<file path="src/hw/rtl/assert_macros.svh">
// Assertion helpers for the accept-key engine.
`ifndef ASSERT_MACROS_SVH
`define ASSERT_MACROS_SVH
`ifndef SYNTHESIS
`define WSK_ASSERT(label, clk, rst_n, prop, msg) \
  label: assert property (@(posedge clk) disable iff (!rst_n) prop) else $error(msg);
`define WSK_ASSERT_NORST(label, clk, prop, msg) \
  label: assert property (@(posedge clk) prop) else $error(msg);
`else
`define WSK_ASSERT(label, clk, rst_n, prop, msg)
`define WSK_ASSERT_NORST(label, clk, prop, msg)
`endif
`endif

</file>
<file path="src/hw/rtl/wsk_pkg.sv">
package wsk_pkg;

  localparam int unsigned KeyLen    = 24;
  localparam int unsigned HdrLen    = 19;
  localparam int unsigned GuidLen   = 36;
  localparam int unsigned MsgLen    = KeyLen + GuidLen;
  localparam int unsigned NumBlocks = (MsgLen + 8) / 64 + 1;
  localparam int unsigned BufLen    = NumBlocks * 64;
  localparam int unsigned AcceptLen = 28;

  localparam int unsigned KeyCntW = $clog2(KeyLen + 1);
  localparam int unsigned BlkW    = (NumBlocks > 1) ? $clog2(NumBlocks) : 1;

  localparam logic [63:0] MsgBits = 64'(MsgLen * 8);

  localparam logic [159:0] ShaInit =
    160'h67452301_EFCDAB89_98BADCFE_10325476_C3D2E1F0;

  // datapath commands
  typedef struct packed {
    logic key_wr;
    logic hash_init;
    logic blk_load;
    logic round;
    logic blk_add;
    logic out_load;
    logic out_shift;
  } wsk_cmd_t;

  // datapath status
  typedef struct packed {
    logic hdr_hit;
    logic first_hit;
  } wsk_sts_t;

  function automatic logic [7:0] hdr_char(input logic [4:0] idx);
    logic [7:0] c;
    case (idx)
      5'd0:  c = "S";
      5'd1:  c = "e";
      5'd2:  c = "c";
      5'd3:  c = "-";
      5'd4:  c = "W";
      5'd5:  c = "e";
      5'd6:  c = "b";
      5'd7:  c = "S";
      5'd8:  c = "o";
      5'd9:  c = "c";
      5'd10: c = "k";
      5'd11: c = "e";
      5'd12: c = "t";
      5'd13: c = "-";
      5'd14: c = "K";
      5'd15: c = "e";
      5'd16: c = "y";
      5'd17: c = ":";
      5'd18: c = " ";
      default: c = 8'h00;
    endcase
    return c;
  endfunction

  localparam logic [8*GuidLen-1:0] GuidText = "258EAFA5-E914-47DA-95CA-C5AB0DC85B11";

  function automatic logic [7:0] guid_char(input int unsigned idx);
    return GuidText[8*(GuidLen-1-idx) +: 8];
  endfunction

  function automatic logic [7:0] b64_char(input logic [5:0] v);
    logic [7:0] c;
    if (v < 6'd26)      c = 8'("A") + 8'(v);
    else if (v < 6'd52) c = 8'("a") + 8'(v - 6'd26);
    else if (v < 6'd62) c = 8'("0") + 8'(v - 6'd52);
    else if (v == 6'd62) c = 8'("+");
    else                c = 8'("/");
    return c;
  endfunction

  function automatic logic [31:0] rotl(input logic [31:0] x, input int unsigned n);
    return (x << n) | (x >> (32 - n));
  endfunction

endpackage

</file>
<file path="src/hw/rtl/websocket_accept_key_engine.sv">
// Accept-key engine: header search, key capture, SHA-1, Base64.
// Header and key bytes: one per cycle, never stalled, no result.
// After the last key byte: for each block a load, the SHA-1 rounds and an add,
// then a conversion step loads the first beat; then 29 beats,
// one per cycle while not stalled, input stalled throughout. Later bytes dropped.
// Reset (rst_ni low, asynchronous) returns to the header search.
`include "assert_macros.svh"
module websocket_accept_key_engine import wsk_pkg::*; (
  input  logic       clk_i,
  input  logic       rst_ni,
  input  logic       in_valid_i,
  output logic       in_stall_o,
  input  logic [7:0] rx_byte_i,
  output logic       out_valid_o,
  input  logic       out_stall_i,
  output logic [7:0] accept_char_o,
  output logic [4:0] char_index_o,
  output logic       last_o
);

  wsk_cmd_t            cmd;
  wsk_sts_t            sts;
  logic [4:0]          match_cnt;
  logic [KeyCntW-1:0]  key_cnt;
  logic [BlkW-1:0]     blk;
  logic [6:0]          rnd;
  logic                out_acc;
  logic [7:0]          char_w;

  wsk_ctrl u_ctrl (
    .clk_i, .rst_ni, .in_valid_i, .out_stall_i, .sts_i(sts),
    .in_stall_o, .out_valid_o, .cmd_o(cmd), .match_cnt_o(match_cnt),
    .key_cnt_o(key_cnt), .blk_o(blk), .round_o(rnd), .char_index_o, .last_o
  );

  wsk_datapath u_dp (
    .clk_i, .rx_byte_i, .cmd_i(cmd), .match_cnt_i(match_cnt), .key_cnt_i(key_cnt),
    .blk_i(blk), .round_i(rnd), .sts_o(sts), .char_o(char_w)
  );

  assign out_acc       = out_valid_o && !out_stall_i;
  // 20-byte digest: 27 digits, then one '=' of padding
  assign accept_char_o = last_o ? 8'h00 :
                         (char_index_o == 5'(AcceptLen - 1) ? 8'("=") : char_w);

  `WSK_ASSERT(a_out_state, clk_i, rst_ni, out_valid_o |-> in_stall_o, "input open during output")
  `WSK_ASSERT(a_idx_rng, clk_i, rst_ni, out_valid_o |-> char_index_o <= 5'(AcceptLen), "index range")
  `WSK_ASSERT(a_last_done, clk_i, rst_ni, (out_acc && last_o) |=> !out_valid_o, "no stop after last")

endmodule

</file>
<file path="src/hw/rtl/wsk_datapath.sv">
module wsk_datapath import wsk_pkg::*; (
  input  logic           clk_i,
  input  logic [7:0]     rx_byte_i,
  input  wsk_cmd_t       cmd_i,
  input  logic [4:0]     match_cnt_i,
  input  logic [KeyCntW-1:0] key_cnt_i,
  input  logic [BlkW-1:0] blk_i,
  input  logic [6:0]     round_i,
  output wsk_sts_t       sts_o,
  output logic [7:0]     char_o
);

  logic [7:0]   key_q [KeyLen];
  logic [159:0] h_q;
  logic [31:0]  w_q [16];
  logic [31:0]  a_q, b_q, c_q, d_q, e_q;
  logic [167:0] out_q;  // 28 six-bit digits

  assign sts_o.hdr_hit   = (rx_byte_i == hdr_char(match_cnt_i));
  assign sts_o.first_hit = (rx_byte_i == hdr_char(5'd0));
  assign char_o          = b64_char(out_q[167 -: 6]);

  // message byte at a buffer position
  function automatic logic [7:0] msg_byte(input int unsigned p,
                                          input logic [7:0] k [KeyLen]);
    logic [7:0] v;
    if (p < KeyLen)               v = k[p];
    else if (p < MsgLen)          v = guid_char(p - KeyLen);
    else if (p == MsgLen)         v = 8'h80;
    else if (p >= BufLen - 8)     v = MsgBits[8*(BufLen-1-p) +: 8];
    else                          v = 8'h00;
    return v;
  endfunction

  logic [31:0] blk_words [16];
  always_comb begin
    for (int i = 0; i < 16; i++) begin
      blk_words[i] = 32'h0;
      for (int n = 0; n < NumBlocks; n++) begin
        if (blk_i == BlkW'(n)) begin
          blk_words[i] = {msg_byte(n*64+4*i, key_q), msg_byte(n*64+4*i+1, key_q),
                          msg_byte(n*64+4*i+2, key_q), msg_byte(n*64+4*i+3, key_q)};
        end
      end
    end
  end

  logic [31:0] w_new, f, kc, t;
  always_comb begin
    w_new = rotl(w_q[13] ^ w_q[8] ^ w_q[2] ^ w_q[0], 1);
    if (round_i < 7'd20) begin
      f = (b_q & c_q) | (~b_q & d_q);  kc = 32'h5A827999;
    end else if (round_i < 7'd40) begin
      f = b_q ^ c_q ^ d_q;             kc = 32'h6ED9EBA1;
    end else if (round_i < 7'd60) begin
      f = (b_q & c_q) | (b_q & d_q) | (c_q & d_q); kc = 32'h8F1BBCDC;
    end else begin
      f = b_q ^ c_q ^ d_q;             kc = 32'hCA62C1D6;
    end
    t = rotl(a_q, 5) + f + e_q + kc + w_q[0];
  end

  // digits of the digest, padded with two zero bits
  logic [161:0] dig_pad;
  logic [167:0] digits;
  always_comb begin
    dig_pad = {h_q, 2'b00};
    for (int i = 0; i < 27; i++) digits[167-6*i -: 6] = 6'(dig_pad[161-6*i -: 6]);
    digits[5:0] = 6'd63;  // padding slot, replaced by '=' at the output
  end

  always_ff @(posedge clk_i) begin
    if (cmd_i.key_wr) begin
      key_q[key_cnt_i[$clog2(KeyLen)-1:0]] <= rx_byte_i;
    end
    if (cmd_i.hash_init) h_q <= ShaInit;
    if (cmd_i.blk_load) begin
      for (int i = 0; i < 16; i++) w_q[i] <= blk_words[i];
      {a_q, b_q, c_q, d_q, e_q} <= h_q;
    end
    if (cmd_i.round) begin
      // rolling window: w_q[0] is always the current word, w_q[15] takes the word 16 ahead
      for (int i = 0; i < 15; i++) w_q[i] <= w_q[i+1];
      w_q[15] <= w_new;
      e_q <= d_q;
      d_q <= c_q;
      c_q <= rotl(b_q, 30);
      b_q <= a_q;
      a_q <= t;
    end
    if (cmd_i.blk_add) begin
      h_q <= {h_q[159:128] + a_q, h_q[127:96] + b_q, h_q[95:64] + c_q,
              h_q[63:32] + d_q, h_q[31:0] + e_q};
    end
    if (cmd_i.out_load) out_q <= digits;
    if (cmd_i.out_shift) out_q <= {out_q[161:0], 6'h00};
  end

endmodule

</file>
<file path="src/hw/rtl/wsk_ctrl.sv">
module wsk_ctrl import wsk_pkg::*; (
  input  logic               clk_i,
  input  logic               rst_ni,
  input  logic               in_valid_i,
  input  logic               out_stall_i,
  input  wsk_sts_t           sts_i,
  output logic               in_stall_o,
  output logic               out_valid_o,
  output wsk_cmd_t           cmd_o,
  output logic [4:0]         match_cnt_o,
  output logic [KeyCntW-1:0] key_cnt_o,
  output logic [BlkW-1:0]    blk_o,
  output logic [6:0]         round_o,
  output logic [4:0]         char_index_o,
  output logic               last_o
);

  localparam logic [2:0] StHdr = 3'd0, StKey = 3'd1, StLoad = 3'd2, StRound = 3'd3,
                         StAdd = 3'd4, StConv = 3'd5, StOut = 3'd6, StDone = 3'd7;

  logic [2:0]          state_q, state_d;
  logic [4:0]          match_q, match_d;
  logic [KeyCntW-1:0]  kcnt_q, kcnt_d;
  logic [BlkW-1:0]     blk_q, blk_d;
  logic [6:0]          rnd_q, rnd_d;
  logic [4:0]          oidx_q, oidx_d;
  logic                in_acc, out_acc;

  assign in_stall_o   = !(state_q inside {StHdr, StKey, StDone});
  assign in_acc       = in_valid_i && !in_stall_o;
  assign out_valid_o  = (state_q == StOut);
  assign out_acc      = out_valid_o && !out_stall_i;
  assign last_o       = (oidx_q == 5'(AcceptLen));
  assign char_index_o = oidx_q;
  assign match_cnt_o  = match_q;
  assign key_cnt_o    = kcnt_q;
  assign blk_o        = blk_q;
  assign round_o      = rnd_q;

  always_comb begin
    state_d = state_q; match_d = match_q; kcnt_d = kcnt_q; blk_d = blk_q;
    rnd_d = rnd_q; oidx_d = oidx_q; cmd_o = '0;
    case (state_q)
      StHdr: if (in_acc) begin
        match_d = sts_i.hdr_hit ? match_q + 5'd1 : (sts_i.first_hit ? 5'd1 : 5'd0);
        if (sts_i.hdr_hit && match_q == 5'(HdrLen - 1)) begin
          state_d = StKey; kcnt_d = '0; match_d = '0;
        end
      end
      StKey: if (in_acc) begin
        cmd_o.key_wr = 1'b1;
        kcnt_d = kcnt_q + 1'b1;
        if (kcnt_q == KeyCntW'(KeyLen - 1)) begin
          state_d = StLoad; cmd_o.hash_init = 1'b1; blk_d = '0;
        end
      end
      StLoad: begin
        cmd_o.blk_load = 1'b1; rnd_d = '0; state_d = StRound;
      end
      StRound: begin
        cmd_o.round = 1'b1; rnd_d = rnd_q + 7'd1;
        if (rnd_q == 7'd79) state_d = StAdd;
      end
      StAdd: begin
        cmd_o.blk_add = 1'b1;
        if (blk_q == BlkW'(NumBlocks - 1)) state_d = StConv;
        else begin
          blk_d = blk_q + 1'b1; state_d = StLoad;
        end
      end
      StConv: begin
        cmd_o.out_load = 1'b1; oidx_d = '0; state_d = StOut;
      end
      StOut: if (out_acc) begin
        cmd_o.out_shift = 1'b1; oidx_d = oidx_q + 5'd1;
        if (last_o) state_d = StDone;
      end
      default: ;
    endcase
  end

  always_ff @(posedge clk_i or negedge rst_ni) begin
    if (!rst_ni) begin
      state_q <= StHdr; match_q <= '0; kcnt_q <= '0; blk_q <= '0;
      rnd_q <= '0; oidx_q <= '0;
    end else begin
      state_q <= state_d; match_q <= match_d; kcnt_q <= kcnt_d; blk_q <= blk_d;
      rnd_q <= rnd_d; oidx_q <= oidx_d;
    end
  end

endmodule

</file>
<file path="config.mk">
export PLATFORM = sky130hd
export DESIGN_NAME = websocket_accept_key_engine
export DESIGN_NICKNAME = d
export VERILOG_FILES = /design/src/hw/rtl/wsk_pkg.sv /design/src/hw/rtl/websocket_accept_key_engine.sv /design/src/hw/rtl/wsk_datapath.sv /design/src/hw/rtl/wsk_ctrl.sv
export VERILOG_INCLUDE_DIRS = /design/src /design/src/hw/rtl
export SDC_FILE = /design/constraint.sdc
export NUM_CORES = 2
export LEC_CHECK = 0
export BUFFER_PORTS_ARGS = -buffer_cell sky130_fd_sc_hd__buf_2
export CAP_MARGIN = 15
export CORE_ASPECT_RATIO = 0.75
export CORE_MARGIN = 2
export CORE_UTILIZATION = 60
export CTS_CLUSTER_SIZE = 20
export DETAILED_ROUTE_END_ITERATION = 10
export PLACE_DENSITY = 0.76
export SETUP_SLACK_MARGIN = 0.4
export SLEW_MARGIN = 10
export SYNTH_ARGS = -nofsm -noshare
export SYNTH_HDL_FRONTEND = slang
export SYNTH_SLANG_ARGS = --single-unit
</file>
<file path="constraint.sdc">
create_clock -name clk_i -period 42.8 [get_ports clk_i]
set_clock_uncertainty 0.1 [all_clocks]
set_input_delay 2.14 -clock clk_i [delete_from_list [all_inputs] [get_ports clk_i]]
set_output_delay 2.14 -clock clk_i [all_outputs]
set_load 0.03 [all_outputs]
</file>
==> results.py <==
metrics = {
    "grt": {
        "overflow": 0,
        "grt_max_degree": 246,
        "grt-busiest-layer": "met1",
        "grtUsageTotal_pct": 30.5,
        "grt_pass1_wl_mm": 239,
        "grt_pass1_vias": 37900,
        "antenna_found_initial": 5,
        "grt_use_met1_pct": 47.2,
        "grt_use_met2_pct": 39.9,
        "grt_use_met3_pct": 11.5,
    },
    "setup_path": {
        "rr_startpoint": "u_ctrl.round_o[4]$_DFFE_PN0P_",
        "r2r_cells": 22,
        "arrival_ps": 7800,
        "end_kind": "flip-flop",
        "start_kind": "flip-flop",
        "worstPathCellList": "a41oi_2 -> nand2_2 -> inv_1 -> buf_4 -> nor2_4 -> inv_2 -> o221a_2 -> fa_1 -> fa_1 -> inv_1 -> fa_1 -> inv_1 -> ha_1 -> a21oi_1 -> o21ai_0 -> a2111oi_0 -> o31a_1 -> o311ai_1 -> o31a_1 -> a211oi_1 -> mux2i_1 -> nand4_1",
        "reg2reg_slack_ps": 35340,
        "crit_type": "reg2reg",
        "critical_path.max_fanout": 20,
        "worstReg2RegEnd": "u_dp.a_q[31]$_DFFE_PP_",
        "slowest_stage": "nand2_2",
        "crit_path_max_incr_delay_ps": 530,
        "crit_required_ps": 43140,
    },
    "yosys": {
        "synth_warnings": 0,
        "synth_edf_count": 1185,
        "synthAdderAreaFrac_pct": 8.56,
        "synth_top_area_share_pct": 58.0,
        "synthArstFlopShare_pct": 2.15,
        "avgSynthCellArea_um2": 11.8,
        "synth_area_um2": 61300,
        "netlist_top_cells_area": "edfxtp_1, nand2_1, ha_1, fa_1, o21ai_0",
        "synthFlopType": "edfxtp_1",
        "synth-compound-area-share_pct": 12.5,
        "synth_simple_gate_area_share_pct": 12.2,
        "syn-num-nets": 5549,
        "synthXorXnorAreaFrac_pct": 3.91,
        "synth_top_family_by_area": "compound AO/OA/AOI/OAI gates",
        "synth_cell_types": 93,
        "yosysTopAreaCell": "edfxtp_1",
        "synthMuxAreaShare_pct": 0.710,
        "synthCells": 5189,
        "synth-seq-cells": 1212,
        "ys_seq_area_share_pct": 59.1,
    },
    "floorplanning": {
        "die_area_um2": 105000,
        "ioPinCount": 28,
        "rows": 101,
        "fp.dieW_um": 373,
        "coreArea_um2": 101000,
        "die_y_um": 281,
        "initial_core_util_pct": 60.6,
    },
    "place": {
        "io_buffers": 27,
        "hpwl_mm": 108,
        "place.gp.congestion": 0.985,
    },
    "cts": {
        "post_cts.repair.setup_buffers": 0,
        "clock_sinks": 1212,
        "cts_tree": "built",
        "root_buffer": "clkbuf_16",
        "cts-hold-fix-buffers": 0,
        "cts_buffers": 113,
        "clk_latency_ps": 740,
        "cts.clk_slew.worst_paths_ps": 70,
        "h-tree-depth": 3,
        "ctsResizeCount": 0,
        "clockBufferDepth": 3,
    },
    "power_and_ir_drop": {
        "p_leak_uw": 0.0225,
        "vdd_drop_max_mv": 0.0400,
        "power_density_nw_per_um2": 34.6,
    },
    "detailed_routing": {
        "wire_per_inst_um": 24.4,
        "drtIter0Drc": 5672,
        "final_antenna_net_count": 0,
        "viasPerCell": 6.20,
        "post-route-drc-count": 0,
        "vias": 40700,
        "drt_first_pass_iters": 6,
        "drt-total-wl_mm": 160,
    },
    "sta": {
        "fin_hold_ws_ps": 399,
        "finalSetupTns_ps": 0,
        "finalSetupViolCount": 0,
        "finalCriticalPeriod_ps": 7460,
        "fmaxAchievable_ghz": 0.134,
        "finalHoldViolCount": 0,
        "tightest_slew_ps": 1220,
        "slew_violations": 0,
        "rsz0062_at_grt": "no",
        "fin_crit_sh_pct": 17.4,
        "timing.slew.headroom_pct": 18.6,
    },
    "outcome": {
        "status": "completed",
    },
    "worst_hold_path": {
        "hold_class": "reg2reg",
        "hold_depth": 2,
        "holdPathEnd": "u_dp.out_q[0]$_SDFFE_PP0P_",
        "hold_start": "u_dp.out_q[0]$_SDFFE_PP0P_",
    },
    "flow_run": {
        "cap_viol_max_count": 0,
    },
    "layout": {
        "final_layout_size_suffix_gt1_share_pct": 5.64,
        "layout.nets": 5492,
        "syn2layout_area_growth_pct": 8.19,
    },
}
power breakdown:
part	internal (uW)	leakage (uW)	switching (uW)	total (uW)
Combinational	1.05	0.0114	6.16	7.22
Sequential	1290	0.00938	0.177	1290
Clock	541	0.00176	459	1000
Total	1830	0.0225	466	2290
synth_stat cells, drive strengths merged, types with 10 or more instances:
library cell / count
a211oi: 33
a21o: 184
a21oi: 167
a221o: 15
a221oi: 10
a22o: 161
a31oi: 32
and2: 186
and3: 22
buf: 19
clkbuf: 222
dfrtp: 26
edfxtp: 1185
fa: 119
ha: 229
inv: 242
mux2i: 39
nand2: 982
nand2b: 29
nand3: 43
nand3b: 10
nand4: 18
nor2: 249
nor2b: 34
nor3: 45
nor3b: 12
o211ai: 24
o21a: 38
o21ai: 361
o21bai: 17
o31ai: 14
or2: 14
or3: 14
xnor2: 183
xor2: 91
area by class of cell:
type / count / area [um^2]
Tap cell: 1339 / 1680
Antenna cell: 1 / 2.50
Inverter: 243 / 922
Timing Repair Buffer: 69 / 488
Multi-Input combinational cell: 3493 / 23300
Clock inverter: 72 / 682
Fill cell: 7484 / 34900
Sequential cell: 1212 / 36300
Clock buffer: 139 / 2980
metrics by stage:
step                util (%)  worst slack (ps)  instances  instance area, um^2  power [uW]
CTS                     65.5             35530       6567                66300        2300
detailed placement      61.9             35580       6356                62700        1320
finish                  65.5             35340       6568                66300        2290
global route            65.5             35030       6567                66300        2350
floorplan                  -             24320       5189                61300        1310
global placement        61.9             35810       6356                62700        1320
worst max-delay path by stage:
stage	startpoint	endpoint	slack (ps)	cells past startpoint
after floorplan	u_ctrl.state_q[2]$_DFFE_PN0P_	u_ctrl.round_o[5]$_DFFE_PN0P_	24320	7
after global placement	u_ctrl.round_o[4]$_DFFE_PN0P_	u_dp.a_q[31]$_DFFE_PP_	35810	22
after detailed placement	u_ctrl.round_o[4]$_DFFE_PN0P_	u_dp.a_q[31]$_DFFE_PP_	35580	22
after CTS	u_ctrl.round_o[4]$_DFFE_PN0P_	u_dp.a_q[31]$_DFFE_PP_	35530	22
after global routing	u_ctrl.round_o[4]$_DFFE_PN0P_	u_dp.a_q[31]$_DFFE_PP_	35030	22
final	u_ctrl.round_o[4]$_DFFE_PN0P_	u_dp.a_q[31]$_DFFE_PP_	35340	22
metal layers:
layer | vias to the layer above | wire, um
met3 | 235 | 21800
met2 | 1985 | 63100
met5 | - | 12
li1 | 18500 | -
met1 | 20000 | 71400
met4 | 2 | 4110
cells by family (layout without fill, tap and decap cells):
kind of cell    count (synthesis)  in the layout
compound gates               1141           1141
xor+xnor                      274            274
fa+ha+maj                     348            348
buf+inv                       484            523
flops                        1212           1212
mux                            42             42
other cells                     0              1
simple gates                 1688           1688
flip-flops by register name, indices dropped and copies added, names as in the netlist, 7 cells and up:
name,count
u_dp.w_q,512
u_dp.c_q,32
u_dp.out_q,162
u_dp.h_q,160
u_dp.d_q,32
u_dp.key_q,192
u_dp.e_q,32
u_dp.b_q,32
u_dp.a_q,32
u_ctrl.round_o,7
cells in the final DEF, fill, tap and decap left out, types with 22 or more instances in the layout:
cell type  synthesis  routed
clkbuf_1         220      22
ha_1             229     228
xnor2_1          183     183
dfrtp_1           26      26
a31oi_1           31      31
nor2b_1           34      34
o21a_1            38      38
o21ai_0          353     353
nand2_1          981     980
inv_1            241     240
nor2_1           248     244
and3_1            22      22
buf_2              3      27
clkinv_1           1      23
fa_1             119     119
nand3_1           43      42
a21o_1           184     184
a21oi_1          167     167
a211oi_1          31      31
a22o_1           161     161
nand2b_1          29      29
buf_4              0      39
nor3_1            45      42
and2_1           185     185
edfxtp_1        1185    1185
xor2_1            91      91
clkbuf_16          0     114
clkinv_2           0      23
mux2i_1           39      39
worst max-delay path, delay by kind of cell, from the launching register on:
family / cells / cell delay, ps
AO/OA/AOI/OAI: 9 / 2480
AND/OR/NAND/NOR: 3 / 1120
flip-flops: 1 / 520
multiplexers: 1 / 240
buffers and inverters: 5 / 850
adder cells (fa/ha/maj): 4 / 1840
(Power assumes the default switching activity.)
